<file path="src/sv/buddy_memory_allocator_core_assert.svh">
// assertion helpers for the buddy allocator core
`ifndef BUDDY_MEMORY_ALLOCATOR_CORE_ASSERT_SVH
`define BUDDY_MEMORY_ALLOCATOR_CORE_ASSERT_SVH

// same-cycle implication, checked out of reset
`define BMA_ASSERT_NOW(label, clk, rst_n, cond, expr) \
    label: assert property (@(posedge clk) disable iff (!rst_n) (cond) |-> (expr)) \
        else $error("bma same-cycle check failed");

// next-cycle implication, checked out of reset
`define BMA_ASSERT_NEXT(label, clk, rst_n, cond, expr) \
    label: assert property (@(posedge clk) disable iff (!rst_n) (cond) |=> (expr)) \
        else $error("bma next-cycle check failed");

`endif

</file>
<file path="src/sv/bma_ram.sv">
`default_nettype none
module bma_ram #(
    parameter int WIDTH = 8,
    parameter int DEPTH = 16
) (
    input  wire logic                     clk,
    input  wire logic                     wr_en,
    input  wire logic [$clog2(DEPTH)-1:0] wr_addr,
    input  wire logic [WIDTH-1:0]         wr_data,
    input  wire logic                     rd_en,
    input  wire logic [$clog2(DEPTH)-1:0] rd_addr,
    output logic      [WIDTH-1:0]         rd_data
);

    logic [WIDTH-1:0] mem_reg [DEPTH];

    always_ff @(posedge clk)
    begin
        if (wr_en)
        begin
            mem_reg[wr_addr] <= wr_data;
        end
        if (rd_en)
        begin
            rd_data <= mem_reg[rd_addr];
        end
    end

endmodule
`default_nettype wire

</file>
<file path="config.mk">
export PLATFORM = sky130hd
export DESIGN_NAME = bma_ram
export DESIGN_NICKNAME = d
export VERILOG_FILES = /design/src/sv/buddy_memory_allocator_core_assert.svh /design/src/sv/bma_ram.sv
export SDC_FILE = /design/constraint.sdc
export NUM_CORES = 1
export LEC_CHECK = 0
export ABC_AREA = 1
export ABC_CLOCK_PERIOD_IN_PS = 1550
export BUFFER_PORTS_ARGS = -buffer_cell sky130_fd_sc_hd__buf_4
export CAP_MARGIN = 20
export CORE_MARGIN = 4
export CORE_UTILIZATION = 61
export CTS_BUF_LIST = sky130_fd_sc_hd__clkbuf_16
export DETAILED_ROUTE_END_ITERATION = 7
export GPL_ROUTABILITY_DRIVEN = 0
export GPL_TIMING_DRIVEN = 1
export PLACE_DENSITY = 0.8
export SLEW_MARGIN = 10
export SYNTH_ARGS = -nofsm -noshare
export SYNTH_HDL_FRONTEND = slang
export SYNTH_SLANG_ARGS = --single-unit
</file>
<file path="constraint.sdc">
create_clock -name clk -period 1.55 [get_ports clk]
set_clock_uncertainty 0.05 [all_clocks]
set_input_delay 0.155 -clock clk [delete_from_list [all_inputs] [get_ports clk]]
set_output_delay 0.155 -clock clk [all_outputs]
set_load 0.005 [all_outputs]
</file>
---- Word-level counts from Yosys, hierarchy flattened ----
Memory sizes are Yosys's and may differ from the RTL's. A register that Yosys moved wholly into a read port is not among the register bits.
Cells that the tools add are included.
word-level totals
  output and inout port bits .............. 8
  word-level logic and storage cells ...... 3
  memory bits (writable) .................. 128
  input bits .............................. 19
  register bits ........................... 0
  memories kept ........................... 1
memory list
  name     depth  bits a word  read ports  clocked after Yosys merged registers in  wr ports  line           RTL
  mem_reg  16     8            1           1                                        1         bma_ram.sv:15  logic [WIDTH-1:0] mem_reg [DEPTH];
cells by class
  muxes and demuxes ....................... 2
operators by type and width
  operator          count
  2-to-1 mux 1 bit  2

---- Longest topological paths before layout ----
  depth after elaboration ................. 2
  depth in mapped cells ................... 8
  gate-level depth less buffers ........... 7

---- Worst setup path before layout ----
OpenSTA, ideal clock, no wires.
  path kind ............................... input to register
  from .................................... input port wr_addr[2]
  to ...................................... memory mem_reg[10][0] (enable)
  buffers on the path ..................... 0
  path slack .............................. 0.394 ns
  data required time ...................... 1.130 ns
  cell stages on the path ................. 2
  library setup time ...................... 0.370 ns
  arrival time ............................ 0.736 ns
  cells stage by stage .................... nand3b_1 > nor2_1
RTL lines
  what         line           RTL
  from (decl)  bma_ram.sv:8   input wire logic [$clog2(DEPTH)-1:0] wr_addr,
  to (decl)    bma_ram.sv:15
No word-level cell before the write port.

==> metrics.txt <==
outcome=complete, no violations; die area=11,200 um2; PortBufs=26; initial antenna violation count=0; crit-path max cell delay=370 ps; Syn. warnings=0; DR vias=4,122; Worst EP arrival=1390 ps; Clk Latency, worst-skew pair=410 ps; crit share post-route=0.827; Commonest cells post-synth=nand2_1 (173), edfxtp_1 (136), inv_1 (100), nand3_1 (97), nor2_1 (17); most common cell in the netlist=nand2_1; Slew Limit Fails=0; Vias/cell=5.59; main combinational cell family by area after synthesis=simple AND/OR/NAND/NOR gates; Final Hold Fails=0; adder-cell share of the synthesized area=0; worst-case vdd ir drop=832 uV; startpoint class of the critical path=flip-flop; Mapped Area=5850 um2; RSZ-0062 raised after global routing=false; Initial Util=0.630; Post-synth EDFFs=136; Die Y=106 um; reg-to-reg endpoint=rd_data[1]; sequential fraction of the synthesis area=0.698; Net count, final=615; area grow syn2layout=17.5%; Static Leak=2.98 nW; TritonCTS Buffers=17; vias in the first global route=4,028; first-pass GRT wire length=21,200 um; HPWL Detailed=7870 um; Synth Area in Simple Gates=0.208; critical path's top delay family=simple AND/OR/NAND/NOR gates; Slew @ Worst Pin=574 ps; residual DRC count=0; drt pass-1 iters=5; CP Buf/Inv Count=1; IO Pins=27; critical path peak fanout=1; diode count=0; worst hold start=wr_data[5]; Power Dens Cells=1290 nW/um2; Worst Setup End Kind=flip-flop; Cells after Synth=551; multiplexer share of the synthesized area=0; Synth Flop Type=edfxtp_1; total core area=9280 um2; largest net degree at the start of global routing=33; XOR/XNOR share of the synthesized area=0; Synth Area in Compound Gates=0; cells along the critical path=inv_1 -> nand2_1 -> nand3_1 -> nand3_1 -> nand3_1 -> nand2_1; Layout fillers=566; Synth top area share=0.698; Hold WC Path Type=in -> reg; setup_tns=0 ps; # H-tree levels=4; CTS tree=yes; wire per inst=18.2 um; final wirelength=13,400 um; CP most frequent cell=nand3_1; Slowest-stage cell, CP=edfxtp_1; Highest Clock Rate=780 MHz; Synth Area per Inst=10.6 um2; hold worst-path end=mem_reg[11][5]; Setup CP Type=reg -> reg; hold path depth=1; setup violators final=0; Overall Global Routing Usage=0.256; reg2reg setup slack=270 ps; max reg flops=128; Synth cell types=11; Final min period=1280 ps; post-synthesis register bit count=136; Synth area leaders=edfxtp_1 (70%), nand2_1 (11%), nand3_1 (8.3%); Critical Path RT=1660 ps; Non-Filler Instances=738; Placed Instances=705; syn_nets=570; Post-synth ARST share=0; CTS root buf=clkbuf_16; layout cell share with drive strength beyond 1=0.130; dominant cell type by area after synthesis=edfxtp_1; Rel. slew slack=0.617; worst r2r src=mem_reg[1][1]; Clk pin slew, worst setup/hold paths=60 ps; # rows=35; drt initial violations=423; Max-Cap Viols=0; die width=106 um; Post-CTS Setup Bufs=0; TritonCTS Sinks=136; FF-to-FF path depth=6; maximum root-to-sink buffer count=2; gr ovfl total=0; post-route ant nets=0
-- where the power goes --
part           internal [W]  switching [W]
logic              0.000177       0.000361
clock network       0.00266        0.00146
registers           0.00414      0.0000233
-- kinds of logic after synthesis --
logic type | count (synthesis)
flops | 136
simple gates | 289
buf+inv | 126
-- area by class of cell --
cell class / count / area (um2) / area share
well taps: 129 / 161 / 0.0235
flip-flops and latches: 136 / 4080 / 0.595
inverters: 102 / 383 / 0.0557
multi-input cells: 289 / 1210 / 0.177
repair buffers: 50 / 415 / 0.0605
clock inverters: 15 / 185 / 0.0270
clock buffers: 17 / 425 / 0.0619
-- what timing repair did --
action / CTS / global route
hold buffers: 1 / 0
hold endpoints to repair: 8 / 0
setup endpoints to repair: 0 / 0
resized for setup: 0 / 0
-- routing by layer --
layer	wire length, um	up-vias	track usage
met2	6960	270	0.441
li1	-	1870	-
met3	1360	37	0.0601
met5	0	-	0
met4	337	0	0.0860
met1	4750	1945	0.320
-- per-stage QoR --
stage          hold WS [ps]  setup WS, ps  instance area, um2  power [W]  utilization
2_1_floorplan           204           394                5850    0.00453            -
3_3_place_gp            391           116                6250    0.00474        0.673
3_5_place_dp            397          90.5                6250    0.00476        0.673
4_1_cts                25.2           289                6870    0.00884        0.740
5_1_grt                36.9           209                6870    0.00909        0.740
6_report               32.3           267                6870    0.00883        0.740
-- worst register-to-register path, stage by stage, from the launching register on --
cell and delay [ps]:
edfxtp_1 370, inv_1 60, nand2_1 50, nand3_1 110, nand3_1 140, nand3_1 190
nand2_1 70
-- layout by cell type, fill, tap and decap left out, drive strengths merged --
master / synthesis / routed
inv: 102 / 103
bufinv: 0 / 4
clkinvlp: 0 / 3
buf: 24 / 49
clkinv: 0 / 7
nand3: 97 / 97
nor2: 17 / 17
clkbuf: 0 / 17
dlygate4sd3: 0 / 1
nand3b: 2 / 2
edfxtp: 136 / 136
nand2: 173 / 173
-- worst max-delay path by stage --
stage / startpoint / end / slack (ps) / depth (start not counted)
after detailed placement: rd_addr[0] / rd_data[7] / 90 / 8
after floorplan: wr_addr[2] / mem_reg[10][0] / 390 / 2
after global placement: rd_addr[0] / rd_data[7] / 120 / 8
final: mem_reg[1][1] / rd_data[1] / 270 / 6
after CTS: mem_reg[1][1] / rd_data[1] / 290 / 6
after global routing: mem_reg[3][7] / rd_data[7] / 210 / 6
(Power assumes the default switching activity.)
